### src/rtl/core/grid_neighbor_enumeration_macros.svh
// assertion macros for the grid neighbor enumeration block
`ifndef GRID_NEIGHBOR_ENUMERATION_MACROS_SVH
`define GRID_NEIGHBOR_ENUMERATION_MACROS_SVH

// same-cycle implication, sampled on clk, off during reset
`define GNE_ASSERT_NOW(label, ante, cons, msg) \
    label: assert property (@(posedge clk) disable iff (!rst_n) (ante) |-> (cons)) \
        else $error(msg);

// next-cycle implication, sampled on clk, off during reset
`define GNE_ASSERT_NEXT(label, ante, cons, msg) \
    label: assert property (@(posedge clk) disable iff (!rst_n) (ante) |=> (cons)) \
        else $error(msg);

`endif

### src/rtl/core/gne_pkg.sv
// shared widths and register indexes for the grid neighbor enumeration block
package gne_pkg;

    localparam int NUM_DIMS = 3;
    localparam int CENTER_W = 10;
    localparam int BINS_W   = 11;
    localparam int MASK_W   = 3;
    localparam int DIMS_W   = 2;
    localparam int INDEX_W  = 30;
    localparam int INNER_W  = CENTER_W + BINS_W - 1;
    localparam int PROD_W   = BINS_W + INNER_W;
    localparam int ADDR_W   = 5;
    localparam int DATA_W   = 32;
    localparam int REGIDX_W = ADDR_W - 2;

    localparam logic [REGIDX_W-1:0] REG_BINS_DIM0     = 3'd0;
    localparam logic [REGIDX_W-1:0] REG_BINS_DIM1     = 3'd1;
    localparam logic [REGIDX_W-1:0] REG_BINS_DIM2     = 3'd2;
    localparam logic [REGIDX_W-1:0] REG_PERIODIC_MASK = 3'd3;
    localparam logic [REGIDX_W-1:0] REG_DIMS_IN_USE   = 3'd4;

endpackage

### src/rtl/core/gne_stream_if.sv
// request and result stream interfaces for the grid neighbor enumeration block
interface gne_req_if
    import gne_pkg::*;
();
    logic                valid;
    logic                ready;
    logic [CENTER_W-1:0] center_dim0;
    logic [CENTER_W-1:0] center_dim1;
    logic [CENTER_W-1:0] center_dim2;
    logic                reach_dim0;
    logic                reach_dim1;
    logic                reach_dim2;

    modport source (
        output valid, center_dim0, center_dim1, center_dim2,
               reach_dim0, reach_dim1, reach_dim2,
        input  ready
    );
    modport sink (
        input  valid, center_dim0, center_dim1, center_dim2,
               reach_dim0, reach_dim1, reach_dim2,
        output ready
    );
endinterface

interface gne_rsp_if
    import gne_pkg::*;
();
    logic               valid;
    logic               ready;
    logic [INDEX_W-1:0] neighbor_index;
    logic               last;
    logic               empty_res;

    modport source (
        output valid, neighbor_index, last, empty_res,
        input  ready
    );
    modport sink (
        input  valid, neighbor_index, last, empty_res,
        output ready
    );
endinterface

### src/rtl/core/grid_neighbor_enumeration.sv
// grid neighbor enumeration top level
//
// req carries a center cell and a reach (0 or 1) per dimension; one transfer
// starts one request. rsp returns the column-major flat index of every kept
// neighbor cell, dimension zero varying fastest, with last on the final one.
// when no cell is kept a single result with empty_res and last is returned.
// the apb port holds bins per dimension, the periodic mask and dims in use;
// write it only while no request is in flight.
// order: after the req transfer a remainder phase runs in the single
// bit-serial remainder unit, bit by bit for an active periodic dimension,
// passing the center straight through for any other. each candidate is then
// checked in S_CAND: a dropped one moves on, a kept one runs S_MUL1, S_MUL2
// and S_PUSH, the shared multiplier being used twice per kept cell. S_IDLE
// then returns the last result; req is ready only between requests.
// a stalled rsp holds the result register and halts the walk once a second
// kept cell is waiting; a new request may be taken while the last result of
// the previous one still waits. reset returns the sequencer to idle, drops
// any waiting result and loads the register reset values.
module grid_neighbor_enumeration
    import gne_pkg::*;
#(
    parameter int MAX_DIMS  = 3,
    parameter int BIN_LIMIT = 1024
) (
    input  logic              clk,
    input  logic              rst_n,
    gne_req_if.sink           req,
    gne_rsp_if.source         rsp,
    input  logic              psel,
    input  logic              penable,
    input  logic              pwrite,
    input  logic [ADDR_W-1:0] paddr,
    input  logic [DATA_W-1:0] pwdata,
    output logic [DATA_W-1:0] prdata,
    output logic              pready
);

`include "grid_neighbor_enumeration_macros.svh"

    typedef enum logic [5:0] {
        S_IDLE = 6'b000001,
        S_MOD  = 6'b000010,
        S_CAND = 6'b000100,
        S_MUL1 = 6'b001000,
        S_MUL2 = 6'b010000,
        S_PUSH = 6'b100000
    } walk_state_t;

    typedef enum logic [0:0] {
        F_RUN = 1'b0,
        F_END = 1'b1
    } fin_flag_t;

    localparam logic [3:0] BIT_TOP = 4'(CENTER_W - 1);

    // configuration registers
    logic [BINS_W-1:0] bins0_reg, bins1_reg, bins2_reg;
    logic [MASK_W-1:0] periodic_mask_reg;
    logic [DIMS_W-1:0] dims_in_use_reg;

    // sequencer and payload registers
    walk_state_t         state_reg, state_next;
    fin_flag_t           fin_reg, fin_next;
    logic [1:0]          dim_reg, dim_next;
    logic [3:0]          bit_reg, bit_next;
    logic [CENTER_W-1:0] rem_reg, rem_next;
    logic [CENTER_W-1:0] ctr_reg [NUM_DIMS], ctr_next [NUM_DIMS];
    logic [CENTER_W-1:0] base_reg [NUM_DIMS], base_next [NUM_DIMS];
    logic [BINS_W-1:0]   b_reg [NUM_DIMS], b_next [NUM_DIMS];
    logic [1:0]          o_reg [NUM_DIMS], o_next [NUM_DIMS];
    logic [CENTER_W-1:0] t_reg [NUM_DIMS], t_next [NUM_DIMS];
    logic [NUM_DIMS-1:0] r_reg, r_next;
    logic [NUM_DIMS-1:0] per_reg, per_next;
    logic [INNER_W-1:0]  inner_reg, inner_next;
    logic [INDEX_W-1:0]  flat_reg, flat_next;
    logic [INDEX_W-1:0]  pend_reg, pend_next;
    logic                pend_valid_reg, pend_valid_next;
    logic                out_valid_reg, out_valid_next;
    logic [INDEX_W-1:0]  out_index_reg, out_index_next;
    logic                out_last_reg, out_last_next;
    logic                out_empty_reg, out_empty_next;

    // combinational helpers
    logic [CENTER_W-1:0] center_in [NUM_DIMS];
    logic [NUM_DIMS-1:0] reach_in;
    logic [BINS_W-1:0]   bins_cfg [NUM_DIMS];
    logic [DIMS_W-1:0]   nd;
    logic [BINS_W-1:0]   mod_shift, mod_diff;
    logic [CENTER_W-1:0] cand_t [NUM_DIMS];
    logic                cand_keep;
    logic                cand_last;
    logic [1:0]          o_adv [NUM_DIMS];
    logic [BINS_W-1:0]   mul_a;
    logic [INNER_W-1:0]  mul_b;
    logic [PROD_W-1:0]   mul_prod;
    logic                out_free;
    logic                cfg_write;

    assign center_in[0] = req.center_dim0;
    assign center_in[1] = req.center_dim1;
    assign center_in[2] = req.center_dim2;
    assign reach_in     = {req.reach_dim2, req.reach_dim1, req.reach_dim0};
    assign bins_cfg[0]  = bins0_reg;
    assign bins_cfg[1]  = bins1_reg;
    assign bins_cfg[2]  = bins2_reg;

    // apb register file
    assign pready    = 1'b1;
    assign cfg_write = psel && penable && pwrite;

    always_ff @(posedge clk or negedge rst_n)
    begin
        if (!rst_n)
        begin
            bins0_reg         <= BINS_W'(1);
            bins1_reg         <= BINS_W'(1);
            bins2_reg         <= BINS_W'(1);
            periodic_mask_reg <= '0;
            dims_in_use_reg   <= DIMS_W'(1);
        end
        else if (cfg_write)
        begin
            case (paddr[ADDR_W-1:2])
                REG_BINS_DIM0:     bins0_reg         <= pwdata[BINS_W-1:0];
                REG_BINS_DIM1:     bins1_reg         <= pwdata[BINS_W-1:0];
                REG_BINS_DIM2:     bins2_reg         <= pwdata[BINS_W-1:0];
                REG_PERIODIC_MASK: periodic_mask_reg <= pwdata[MASK_W-1:0];
                REG_DIMS_IN_USE:   dims_in_use_reg   <= pwdata[DIMS_W-1:0];
                default:           ;
            endcase
        end
    end

    always_comb
    begin
        case (paddr[ADDR_W-1:2])
            REG_BINS_DIM0:     prdata = DATA_W'(bins0_reg);
            REG_BINS_DIM1:     prdata = DATA_W'(bins1_reg);
            REG_BINS_DIM2:     prdata = DATA_W'(bins2_reg);
            REG_PERIODIC_MASK: prdata = DATA_W'(periodic_mask_reg);
            REG_DIMS_IN_USE:   prdata = DATA_W'(dims_in_use_reg);
            default:           prdata = '0;
        endcase
    end

    // active dimension count
    always_comb
    begin
        if (dims_in_use_reg == '0)
            nd = DIMS_W'(1);
        else if (dims_in_use_reg > DIMS_W'(MAX_DIMS))
            nd = DIMS_W'(MAX_DIMS);
        else
            nd = dims_in_use_reg;
    end

    // bit-serial remainder step
    assign mod_shift = {rem_reg, ctr_reg[dim_reg][bit_reg]};
    assign mod_diff  = mod_shift - b_reg[dim_reg];

    // candidate coordinates
    always_comb
    begin
        logic [BINS_W:0] v;
        logic [BINS_W:0] bx;
        logic [BINS_W:0] vw;
        cand_keep = 1'b1;
        for (int d = 0; d < NUM_DIMS; d++)
        begin
            bx = {1'b0, b_reg[d]};
            v  = {2'b00, base_reg[d]} + {{(BINS_W-1){1'b0}}, o_reg[d]}
                 - {{BINS_W{1'b0}}, r_reg[d]};
            vw = v;
            if (per_reg[d])
            begin
                if (v[BINS_W])
                    vw = v + bx;
                else if (v >= bx)
                    vw = v - bx;
            end
            else if (v[BINS_W] || v >= bx)
            begin
                cand_keep = 1'b0;
            end
            cand_t[d] = vw[CENTER_W-1:0];
        end
    end

    // offset walk, dimension zero fastest
    always_comb
    begin
        logic carry;
        carry     = 1'b1;
        cand_last = 1'b1;
        for (int d = 0; d < NUM_DIMS; d++)
        begin
            o_adv[d] = o_reg[d];
            if (o_reg[d] != {r_reg[d], 1'b0})
                cand_last = 1'b0;
            if (carry)
            begin
                if (o_reg[d] == {r_reg[d], 1'b0})
                    o_adv[d] = 2'd0;
                else
                begin
                    o_adv[d] = o_reg[d] + 2'd1;
                    carry    = 1'b0;
                end
            end
        end
    end

    // shared multiplier
    assign mul_a    = (state_reg == S_MUL2) ? b_reg[0] : b_reg[1];
    assign mul_b    = (state_reg == S_MUL2) ? inner_reg : INNER_W'(t_reg[2]);
    assign mul_prod = mul_a * mul_b;

    assign out_free  = !out_valid_reg || rsp.ready;
    assign req.ready = (state_reg == S_IDLE) && (fin_reg == F_RUN);

    assign rsp.valid          = out_valid_reg;
    assign rsp.neighbor_index = out_index_reg;
    assign rsp.last           = out_last_reg;
    assign rsp.empty_res      = out_empty_reg;

    always_comb
    begin
        state_next      = state_reg;
        fin_next        = fin_reg;
        dim_next        = dim_reg;
        bit_next        = bit_reg;
        rem_next        = rem_reg;
        ctr_next        = ctr_reg;
        base_next       = base_reg;
        b_next          = b_reg;
        o_next          = o_reg;
        t_next          = t_reg;
        r_next          = r_reg;
        per_next        = per_reg;
        inner_next      = inner_reg;
        flat_next       = flat_reg;
        pend_next       = pend_reg;
        pend_valid_next = pend_valid_reg;
        out_valid_next  = out_valid_reg && !rsp.ready;
        out_index_next  = out_index_reg;
        out_last_next   = out_last_reg;
        out_empty_next  = out_empty_reg;

        case (state_reg)
            S_IDLE:
            begin
                if (fin_reg == F_END)
                begin
                    // closing result of the request
                    if (out_free)
                    begin
                        out_valid_next  = 1'b1;
                        out_last_next   = 1'b1;
                        out_empty_next  = !pend_valid_reg;
                        out_index_next  = pend_valid_reg ? pend_reg : '0;
                        pend_valid_next = 1'b0;
                        fin_next        = F_RUN;
                    end
                end
                else if (req.valid)
                begin
                    for (int d = 0; d < NUM_DIMS; d++)
                    begin
                        if (2'(d) < nd)
                        begin
                            ctr_next[d] = center_in[d];
                            r_next[d]   = reach_in[d];
                            per_next[d] = periodic_mask_reg[d];
                            if (bins_cfg[d] == '0)
                                b_next[d] = BINS_W'(1);
                            else if (bins_cfg[d] > BINS_W'(BIN_LIMIT))
                                b_next[d] = BINS_W'(BIN_LIMIT);
                            else
                                b_next[d] = bins_cfg[d];
                        end
                        else
                        begin
                            ctr_next[d] = '0;
                            r_next[d]   = 1'b0;
                            per_next[d] = 1'b0;
                            b_next[d]   = BINS_W'(1);
                        end
                        o_next[d] = 2'd0;
                    end
                    dim_next        = 2'd0;
                    bit_next        = BIT_TOP;
                    rem_next        = '0;
                    pend_valid_next = 1'b0;
                    state_next      = S_MOD;
                end
            end
            S_MOD:
            begin
                if (!per_reg[dim_reg])
                begin
                    base_next[dim_reg] = ctr_reg[dim_reg];
                    dim_next           = dim_reg + 2'd1;
                    if (dim_reg == 2'(NUM_DIMS - 1))
                        state_next = S_CAND;
                end
                else
                begin
                    rem_next = (mod_shift >= b_reg[dim_reg]) ? mod_diff[CENTER_W-1:0]
                                                             : mod_shift[CENTER_W-1:0];
                    bit_next = bit_reg - 4'd1;
                    if (bit_reg == 4'd0)
                    begin
                        base_next[dim_reg] = rem_next;
                        rem_next           = '0;
                        bit_next           = BIT_TOP;
                        dim_next           = dim_reg + 2'd1;
                        if (dim_reg == 2'(NUM_DIMS - 1))
                            state_next = S_CAND;
                    end
                end
            end
            S_CAND:
            begin
                if (cand_keep)
                begin
                    t_next     = cand_t;
                    state_next = S_MUL1;
                end
                else if (cand_last)
                begin
                    fin_next   = F_END;
                    state_next = S_IDLE;
                end
                else
                begin
                    o_next = o_adv;
                end
            end
            S_MUL1:
            begin
                inner_next = INNER_W'(mul_prod + PROD_W'(t_reg[1]));
                state_next = S_MUL2;
            end
            S_MUL2:
            begin
                flat_next  = INDEX_W'(mul_prod + PROD_W'(t_reg[0]));
                state_next = S_PUSH;
            end
            S_PUSH:
            begin
                if (!pend_valid_reg || out_free)
                begin
                    if (pend_valid_reg)
                    begin
                        out_valid_next = 1'b1;
                        out_index_next = pend_reg;
                        out_last_next  = 1'b0;
                        out_empty_next = 1'b0;
                    end
                    pend_next       = flat_reg;
                    pend_valid_next = 1'b1;
                    if (cand_last)
                    begin
                        fin_next   = F_END;
                        state_next = S_IDLE;
                    end
                    else
                    begin
                        o_next     = o_adv;
                        state_next = S_CAND;
                    end
                end
            end
            default:
            begin
                state_next = S_IDLE;
            end
        endcase
    end

    always_ff @(posedge clk or negedge rst_n)
    begin
        if (!rst_n)
        begin
            state_reg      <= S_IDLE;
            fin_reg        <= F_RUN;
            pend_valid_reg <= 1'b0;
            out_valid_reg  <= 1'b0;
        end
        else
        begin
            state_reg      <= state_next;
            fin_reg        <= fin_next;
            pend_valid_reg <= pend_valid_next;
            out_valid_reg  <= out_valid_next;
        end
    end

    always_ff @(posedge clk)
    begin
        dim_reg       <= dim_next;
        bit_reg       <= bit_next;
        rem_reg       <= rem_next;
        ctr_reg       <= ctr_next;
        base_reg      <= base_next;
        b_reg         <= b_next;
        o_reg         <= o_next;
        t_reg         <= t_next;
        r_reg         <= r_next;
        per_reg       <= per_next;
        inner_reg     <= inner_next;
        flat_reg      <= flat_next;
        pend_reg      <= pend_next;
        out_index_reg <= out_index_next;
        out_last_reg  <= out_last_next;
        out_empty_reg <= out_empty_next;
    end

    `GNE_ASSERT_NEXT(a_start_mod, req.valid && req.ready, state_reg == S_MOD,
        "request transfer did not start the remainder phase")

    `GNE_ASSERT_NOW(a_coord_range, state_reg == S_MUL1,
        (t_reg[0] < b_reg[0]) && (t_reg[1] < b_reg[1]) && (t_reg[2] < b_reg[2]),
        "kept coordinate outside the grid")

    `GNE_ASSERT_NOW(a_empty_form, out_valid_reg && out_empty_reg,
        out_last_reg && (out_index_reg == '0),
        "empty result without last or with nonzero index")

    `GNE_ASSERT_NEXT(a_empty_on_none,
        (state_reg == S_IDLE) && (fin_reg == F_END) && out_free && !pend_valid_reg,
        out_valid_reg && out_empty_reg,
        "request with no kept cell gave no empty result")

endmodule
### src/flat_wrapper.sv
// flat-port wrapper written by rule: the top's interface ports become plain ports
module grid_neighbor_enumeration_flat import gne_pkg::*;
#(
    parameter int MAX_DIMS  = 3,
    parameter int BIN_LIMIT = 1024
)
  (clk, rst_n, psel, penable, pwrite, paddr, pwdata, prdata, pready, req_valid, req_center_dim0, req_center_dim1, req_center_dim2, req_reach_dim0, req_reach_dim1, req_reach_dim2, req_ready, rsp_valid, rsp_neighbor_index, rsp_last, rsp_empty_res, rsp_ready);
  gne_req_if req_i ();
  gne_rsp_if rsp_i ();
  input  logic clk;
  input  logic rst_n;
  input  logic psel;
  input  logic penable;
  input  logic pwrite;
  input  logic [ADDR_W-1:0] paddr;
  input  logic [DATA_W-1:0] pwdata;
  output logic [DATA_W-1:0] prdata;
  output logic pready;
  input wire logic [$bits(req_i.valid)-1:0] req_valid;
  input wire logic [$bits(req_i.center_dim0)-1:0] req_center_dim0;
  input wire logic [$bits(req_i.center_dim1)-1:0] req_center_dim1;
  input wire logic [$bits(req_i.center_dim2)-1:0] req_center_dim2;
  input wire logic [$bits(req_i.reach_dim0)-1:0] req_reach_dim0;
  input wire logic [$bits(req_i.reach_dim1)-1:0] req_reach_dim1;
  input wire logic [$bits(req_i.reach_dim2)-1:0] req_reach_dim2;
  output wire logic [$bits(req_i.ready)-1:0] req_ready;
  output wire logic [$bits(rsp_i.valid)-1:0] rsp_valid;
  output wire logic [$bits(rsp_i.neighbor_index)-1:0] rsp_neighbor_index;
  output wire logic [$bits(rsp_i.last)-1:0] rsp_last;
  output wire logic [$bits(rsp_i.empty_res)-1:0] rsp_empty_res;
  input wire logic [$bits(rsp_i.ready)-1:0] rsp_ready;
  assign req_i.valid = req_valid;
  assign req_i.center_dim0 = req_center_dim0;
  assign req_i.center_dim1 = req_center_dim1;
  assign req_i.center_dim2 = req_center_dim2;
  assign req_i.reach_dim0 = req_reach_dim0;
  assign req_i.reach_dim1 = req_reach_dim1;
  assign req_i.reach_dim2 = req_reach_dim2;
  assign req_ready = req_i.ready;
  assign rsp_valid = rsp_i.valid;
  assign rsp_neighbor_index = rsp_i.neighbor_index;
  assign rsp_last = rsp_i.last;
  assign rsp_empty_res = rsp_i.empty_res;
  assign rsp_i.ready = rsp_ready;
  grid_neighbor_enumeration #(.MAX_DIMS(MAX_DIMS), .BIN_LIMIT(BIN_LIMIT)) u_core (.clk(clk), .rst_n(rst_n), .req(req_i), .rsp(rsp_i), .psel(psel), .penable(penable), .pwrite(pwrite), .paddr(paddr), .pwdata(pwdata), .prdata(prdata), .pready(pready));
endmodule
### config.mk
export PLATFORM = sky130hd
export DESIGN_NAME = grid_neighbor_enumeration_flat
export DESIGN_NICKNAME = d
export VERILOG_FILES = /design/src/rtl/core/gne_pkg.sv /design/src/rtl/core/gne_stream_if.sv /design/src/rtl/core/grid_neighbor_enumeration.sv /design/src/flat_wrapper.sv
export VERILOG_INCLUDE_DIRS = /design/src /design/src/rtl/core
export SDC_FILE = /design/constraint.sdc
export NUM_CORES = 1
export LEC_CHECK = 0
export BUFFER_PORTS_ARGS = -buffer_cell sky130_fd_sc_hd__buf_2
export CAP_MARGIN = 15
export CORE_ASPECT_RATIO = 1.25
export CORE_UTILIZATION = 67
export DETAILED_ROUTE_END_ITERATION = 10
export PLACE_DENSITY = 0.95
export REMOVE_ABC_BUFFERS = 1
export SLEW_MARGIN = 40
export SYNTH_ARGS = -nofsm -noshare
export SYNTH_HDL_FRONTEND = slang
export SYNTH_SLANG_ARGS = --single-unit
### constraint.sdc
create_clock -name clk -period 17.4 [get_ports clk]
set_input_delay 1.74 -clock clk [delete_from_list [all_inputs] [get_ports clk]]
set_output_delay 1.74 -clock clk [all_outputs]
set_load 0.02 [all_outputs]
==> results of run 1 <==
## cells by family after synthesis
| logic type | synth area share, % |
|---|---|
| muxes | 3.77 |
| buffers and inverters | 6.89 |
| AOI/OAI and AO/OA | 12.7 |
| adders and majority gates | 22.7 |
| other | 0.0286 |
| and+or+nand+nor | 15.3 |
| DFF | 34.6 |
| xor gates and xnor gates | 3.98 |
## worst max path at each step
stage                        start                   to  slack [ns]  depth (start not counted)
2_1_floorplan  u_core.state_reg[1]  u_core.flat_reg[26]        8.45                         24
3_3_place_gp   u_core.state_reg[3]  u_core.flat_reg[26]        8.76                         26
3_5_place_dp   u_core.state_reg[1]  u_core.flat_reg[29]        8.51                         29
4_1_cts        u_core.state_reg[3]  u_core.flat_reg[29]        8.43                         29
5_1_grt        u_core.state_reg[3]  u_core.flat_reg[29]        7.93                         29
6_report       u_core.state_reg[3]  u_core.flat_reg[29]        8.28                         29
## worst reg2reg max path: cells and delay by family (launching register included)
| kind | cells | cell delay, ns |
|---|---|---|
| compound gates | 3 | 0.74 |
| xor+xnor | 2 | 0.32 |
| fa+ha+maj | 7 | 3.23 |
| buf+inv | 6 | 1.53 |
| flops | 1 | 0.48 |
| simple gates | 11 | 2.60 |
## per-layer routing
metal	GRT usage [%]	part of all wire, %	vias up	wire length (µm)
met5	0	0	-	0
met4	21.8	7.1	0	4820
met3	5.28	7.4	316	5010
met2	58.9	50	1097	34000
met1	39.9	35	9953	23800
li1	-	-	9235	-
## cells in the final DEF (no fill, tap or decap), types with 13 or more instances in the layout
master and n:
a31oi_1 17, a21o_1 58, nor2b_1 56, dfrtp_1 41, a21oi_1 151, nand2_1 274
a211oi_1 27, xor2_1 34, o21bai_1 30, ha_1 200, o211ai_1 19, nand2b_1 15
buf_4 14, fa_1 172, and2_1 63, inv_1 335, and3_1 42, clkbuf_16 31
nand3_1 25, o21ai_0 59, edfxtp_1 263, nand4_1 14, xnor2_1 82, nor4_1 14
nor2_1 219, buf_2 97, mux2_2 38, mux2i_1 46, conb_1 22, or2_2 13
nor3_1 35, o21a_1 13
## through the flow
stage | hold slack (ns) | worst slack, ns | instances | cell area (µm²) | util (%)
2_1_floorplan | 0.400 | 8.45 | 2573 | 25800 | -
3_3_place_gp | 0.402 | 8.76 | 3176 | 27000 | 70.3
3_5_place_dp | 0.405 | 8.51 | 3180 | 27100 | 70.5
4_1_cts | 0.419 | 8.43 | 3237 | 28100 | 73.2
5_1_grt | 0.425 | 7.93 | 3238 | 28200 | 73.3
6_report | 0.416 | 8.28 | 3239 | 28200 | 73.3
## area by class of cell
cell class	count	area share, %
multi-input combinational	1928	55.0
timing repair buffer	116	2.38
tap	492	2.19
inverter	335	4.46
clock buffer	33	2.78
clock inverter	24	0.919
antenna	1	0.00888
sequential	310	32.2
==> key figures, run 1 <==
Timing
  – Clock skew: approximately 0.027 ns
  – Hold Vio Cnt, Final: 0
  – Setup TNS: 0 ns
  – Unrepaired setup endpoints after global routing: no
  – Final Cycle Share: a little over half
  – Actual slew at the worst max-slew pin: just under 0.9 ns
  – Max Freq: 110 MHz
  – Fin crit period: ~9 ns
  – Worst slew margin: between 40% and 50%
  – Max Slew Vio Count: 0
  – Setup Viol. Count Final: 0

Status
  – Run status: complete, but fails checks
  – Failing checks: DRC

Finish
  – Register area: 0.00908 mm²
  – Area occupied by multi-input gates: ~0.016 mm²
  – Synth-to-Final Area Change: 7.33%
  – Fill count: roughly 2,600
  – NumNets Final: between 3,000 and 4,000
  – Largest register FFs: 33
  – Fraction of layout cells with a size suffix above 1: under 10%

Clock tree
  – Clk pin slew, worst setup/hold paths: 0.07 ns
  – Clk_lat worst skew: ~0.6 ns
  – Max clock buf depth: 3
  – Hold_buf cts: 0
  – Setup Buffers After CTS: 0
  – Gates resized, CTS repair: 0
  – Total CTS buffers: 31
  – Root Driver: clkbuf_16
  – Clk sink count: 310
  – CTS tree: built
  – # H-tree levels: 1

Critical path
  – Arrival @ worst endpoint: ~9.5 ns
  – CP max stage cell: buf_4
  – CP startpoint kind: flip-flop
  – Critical Path Fanout Max: 48
  – Req. time, crit path: approximately 18 ns
  – Crit end category: flip-flop
  – R2R depth: 29
  – Critical R2R Launch: u_core.state_reg[3]
  – Crit-path max cell delay: approximately 0.55 ns
  – CP bufs+invs: 6
  – Cell mode on critical path: fa_1
  – Top delay family on crit path: adder cells
  – Kind of critical path: flip-flop to flip-flop
  – Worst R2R End: u_core.flat_reg[29]
  – FF-to-FF setup slack: 8.28 ns

Detailed routing
  – Final WL: 67.7 mm
  – Avg WL per Cell: 20.9 µm
  – DR iter-0 viols: 1,850
  – ANT nets after route: 0
  – Via/cell ratio: approximately 6.4
  – 1st-pass router iterations: 8
  – Drc violations: 20
  – Via count: 20,600

Yosys
  – Synth Flop Type: edfxtp_1
  – Syn Std Cell Area: ~0.026 mm²
  – Share of the synthesized area in the top cell type: 30.1%
  – Cells after Synth: roughly 2,700
  – Synthesis warning total: 0
  – Synth top cells by count: 335 x inv_1, 274 x nand2_1, 263 x edfxtp_1
  – Synth area leader: edfxtp_1
  – Synth unique cells: 94
  – Mapped Avg Cell Area: 9.81 µm²
  – Register area share after synthesis: 34.6%
  – EDFF count, synth: around 260
  – Synth top area cells: edfxtp_1 30%, fa_1 13%, ha_1 9.5%
  – Most frequent cell after synthesis: inv_1
  – Synthesis-stage register bit count: 310
  – Synth async-reset ratio: about 15%

Floorplanning
  – Starting Density: between 60% and 70%
  – DIE HEIGHT: roughly 220 µm
  – Site row count: 80
  – Die W: between 150 and 200 µm
  – Top Ports: ~140
  – Area of the core: around 0.038 mm²
  – Die area: between 0.03 and 0.04 mm²

Min path
  – Hold wc startpoint: u_core.flat_reg[14]
  – Hold Path Class: flip-flop to flip-flop
  – Hold Path Sink: u_core.pend_reg[14]
  – Hold path cells: 0

Global routing
  – First-pass GRT wire length: between 100 and 150 mm
  – Antenna violations before repair: 2
  – GRT Residual Overflow: 0
  – Pin count of the biggest net entering global routing: 71
  – Number of global-route vias before repair: roughly 21,000
  – Gr usage total: 34.4%

Place
  – Placer Congestion: just under 1
  – HPWL after DPL: just over 50 mm
  – Port bufs: just under 100

Job
  – Maxcap violations: 0
Power of run 1 is not shown: default switching activity piles up to over one toggle a cycle in this logic, so the estimate is an artifact.
==> run 2, diff against run 1 <==
Settings changed: ABC_AREA set to 1, CORE_UTILIZATION 67 to 57, PLACE_DENSITY 0.95 to 0.87.
Clock period 17.4 ns to 7.6 ns, I/O delays scaled along.
==> key figures, run 2 <==
Status
  – Run status: finished, final reports clean

Timing
  – Max Freq: 138 MHz (+25%)
  – Clock skew: 0.0314 ns (+0.00431 ns)
  – Final Cycle Share: 95.7% (+43 points)
  – Setup Viol. Count Final: 0 (unchanged)
  – Max Slew Vio Count: 0 (unchanged)
  – Actual slew at the worst max-slew pin: 0.804 ns (-0.0639 ns)
  – Worst slew margin: 45.9% (+4.0 points)
  – Unrepaired setup endpoints after global routing: no
  – Worst Hold Margin: 0.250 ns (-0.166 ns)
  – Fin crit period: 7.27 ns (-1.85 ns)
  – Hold Vio Cnt, Final: 0 (unchanged)

Place
  – Placer Congestion: 1.06 (+7.2%)
  – Placed Instance Area: 0.0284 mm² (+4.7%)
  – Cells after DPL: 4,000 (+26%)
  – Port bufs: 98 (unchanged)
  – HPWL after DPL: 58.6 mm (+14%)

Finish
  – Antenna Cells: 0 (-1)
  – Synth-to-Final Area Change: 10.2%
  – NumNets Final: 3,856 (+22%)
  – Fill count: 3,795 (+47%)
  – Register area: 0.00908 mm² (about the same)
  – Commonest non-fill, non-tap cell in the layout: nand2_1
  – Fin area: 0.0296 mm² (+5.0%)
  – Fin cells: 4,060 (+25%)
  – Largest register FFs: 33 (unchanged)
  – Area occupied by multi-input gates: 0.0150 mm² (-3.2%)
  – Commonest cells after routing, fill and taps aside: 705 x nand2_1, 651 x inv_1, 324 x nor2_1
  – Fraction of layout cells with a size suffix above 1: 8.98% (-0.78 points)

Detailed routing
  – 1st-pass router iterations: 5 (-3)
  – Drc violations: 0 (-100%)
  – Via count: 22,300 (+8.4%)
  – DR iter-0 viols: 1,529 (-17%)
  – Via/cell ratio: 5.50 (-14%)
  – ANT nets after route: 0 (unchanged)
  – Final WL: 72.1 mm (+6.6%)
  – Avg WL per Cell: 17.8 µm (-15%)

Clock tree
  – CTS tree: built
  – Root Driver: clkbuf_16
  – Clk_lat worst skew: 0.60 ns (about the same)
  – Clk sink count: 310 (unchanged)
  – Total CTS buffers: 30 (-3.2%)
  – Clk pin slew, worst setup/hold paths: 0.07 ns (about the same)
  – Max clock buf depth: 3 (unchanged)
  – # H-tree levels: 1 (unchanged)

Global routing
  – Global-route met1 utilization: 33.1% (-6.8 points)
  – M2 GR Usage: 55.3% (-3.6 points)
  – Pin count of the biggest net entering global routing: 67 (-5.6%)
  – Antenna violations before repair: 0 (-2)
  – GRT Residual Overflow: 0 (unchanged)
  – Gr usage total: 30.6% (-3.8 points)
  – Met3 Usage GRT: 3.28% (-2.0 points)
  – First-pass GRT wire length: 114 mm (+6.4%)
  – GR peak layer: met2
  – Number of global-route vias before repair: 22,500 (+7.3%)

Yosys
  – Synthesis-stage register bit count: 310 (unchanged)
  – Register area share after synthesis: 33.8% (-0.77 points)
  – Synth async-reset ratio: 15.2% (unchanged)
  – Most frequent cell after synthesis: nand2_1
  – EDFF count, synth: 263 (unchanged)
  – Share of the synthesized area in the top cell type: 29.4% (-0.67 points)
  – Syn Std Cell Area: 0.0268 mm² (+2.3%)
  – Synth top cells by count: 705 x nand2_1, 652 x inv_1, 336 x nor2_1
  – Cells after Synth: 3,269 (+22%)
  – Synth top area cells: edfxtp_1 29%, fa_1 13%, nand2_1 9.9%
  – Synth area leader: edfxtp_1
  – Synth unique cells: 57 (-39%)
  – Synthesis warning total: 0 (unchanged)
  – Mapped Avg Cell Area: 8.21 µm² (-16%)
  – Synth Flop Type: edfxtp_1

Floorplanning
  – Starting Density: 57.9% (-10 points)
  – DIE HEIGHT: 245 µm (+9.6%)
  – Die area: 0.0480 mm² (+20%)
  – Area of the core: 0.0464 mm² (+21%)
  – Die W: 196 µm (+9.5%)
  – Top Ports: 144 (unchanged)
  – Site row count: 88 (+10%)

Critical path
  – Kind of critical path: flip-flop to flip-flop
  – Arrival @ worst endpoint: 7.67 ns (-1.81 ns)
  – Critical Path Fanout Max: 18 (-63%)
  – Crit end category: flip-flop
  – Req. time, crit path: 8.00 ns (-9.75 ns)
  – Cell mode on critical path: nand2_1
  – CP max stage cell: fa_1
  – CP startpoint kind: flip-flop
  – Crit-path max cell delay: 0.54 ns (about the same)

Min path
  – Hold Path Class: input pin to asynchronous set/reset pin

Job
  – Maxcap violations: 0 (unchanged)
run 2: cell types whose count changed in the layout (fill, tap and decap cells not counted), sizes merged, moves of 56 or more:
cell   previous run  this run
nor2            227       346
xnor2            83        14
and2             65         3
inv             339       658
buf             116       179
nand2           276       714
o21ai            65       128
nand3            25       143
nor2b            56         0
xor2             34       115
run 2: cell families after synthesis:
family,after synthesis,share of synthesized area [%]
xor+xnor,129,4.24
other cells,2,0.0280
compound gates,393,8.62
buf+inv,755,10.9
flops,310,33.8
fa+ha+maj,372,22.1
simple gates,1308,20.2
run 2: critical path, delay by kind of cell (launching register included):
family | cells | cell delay, ns
AOI/OAI and AO/OA | 3 | 0.67
adders and majority gates | 7 | 3.04
buffers and inverters | 8 | 0.89
and+or+nand+nor | 11 | 1.38
xor gates and xnor gates | 2 | 0.63
DFF | 1 | 0.41
run 2: through the flow:
step / worst slack (ns) / setup TNS [ns] / utilization [%]
finish: 0.327 / 0 / 63.8
global route: 0.0305 / 0 / 63.8
CTS: 0.243 / 0 / 63.6
detailed placement: 0.301 / 0 / 61.2
global placement: 0.390 / 0 / 61.1
floorplan: -0.271 / -3.17 / -
run 2: final cells by class:
type	instances	share of cell area (%)
inverter	661	8.40
multi-input combinational	2224	50.7
tap	630	2.66
clock inverter	23	1.18
timing repair buffer	179	3.78
clock buffer	32	2.56
sequential	310	30.7
timing repair inverter	1	0.0169
run 2: path summary, 6_finish.rpt:
check	from	slack (ns)	end	depth (start not counted)
worst max-delay path	u_core.state_reg[1]	0.33	u_core.inner_reg[18]	31
worst min-delay path	rst_n	0.25	u_core.fin_reg	2
worst max register to register	u_core.state_reg[1]	0.33	u_core.inner_reg[18]	31
worst min register to register	u_core.flat_reg[1]	0.42	u_core.pend_reg[1]	0
max in group asynchronous	rst_n	6.87	u_core.bins0_reg[8]	2
min in group clk	req_center_dim0[2]	0.33	u_core.ctr_reg[22]	1
run 2: repair_timing:
action | CTS | global route
hold buffers | 0 | 0
setup endpoints to repair | 0 | 13
gates resized for setup | 0 | 29
endpoints found under the hold margin | 0 | 0
setup buffers | 0 | 4
run 2: metal layers:
layer / routed length [µm] / vias up
met5: 0 / -
met4: 6340 / 0
met3: 4300 / 325
met2: 35900 / 947
met1: 25600 / 10400
li1: - / 10700
Power of run 2 is left out for the same reason.
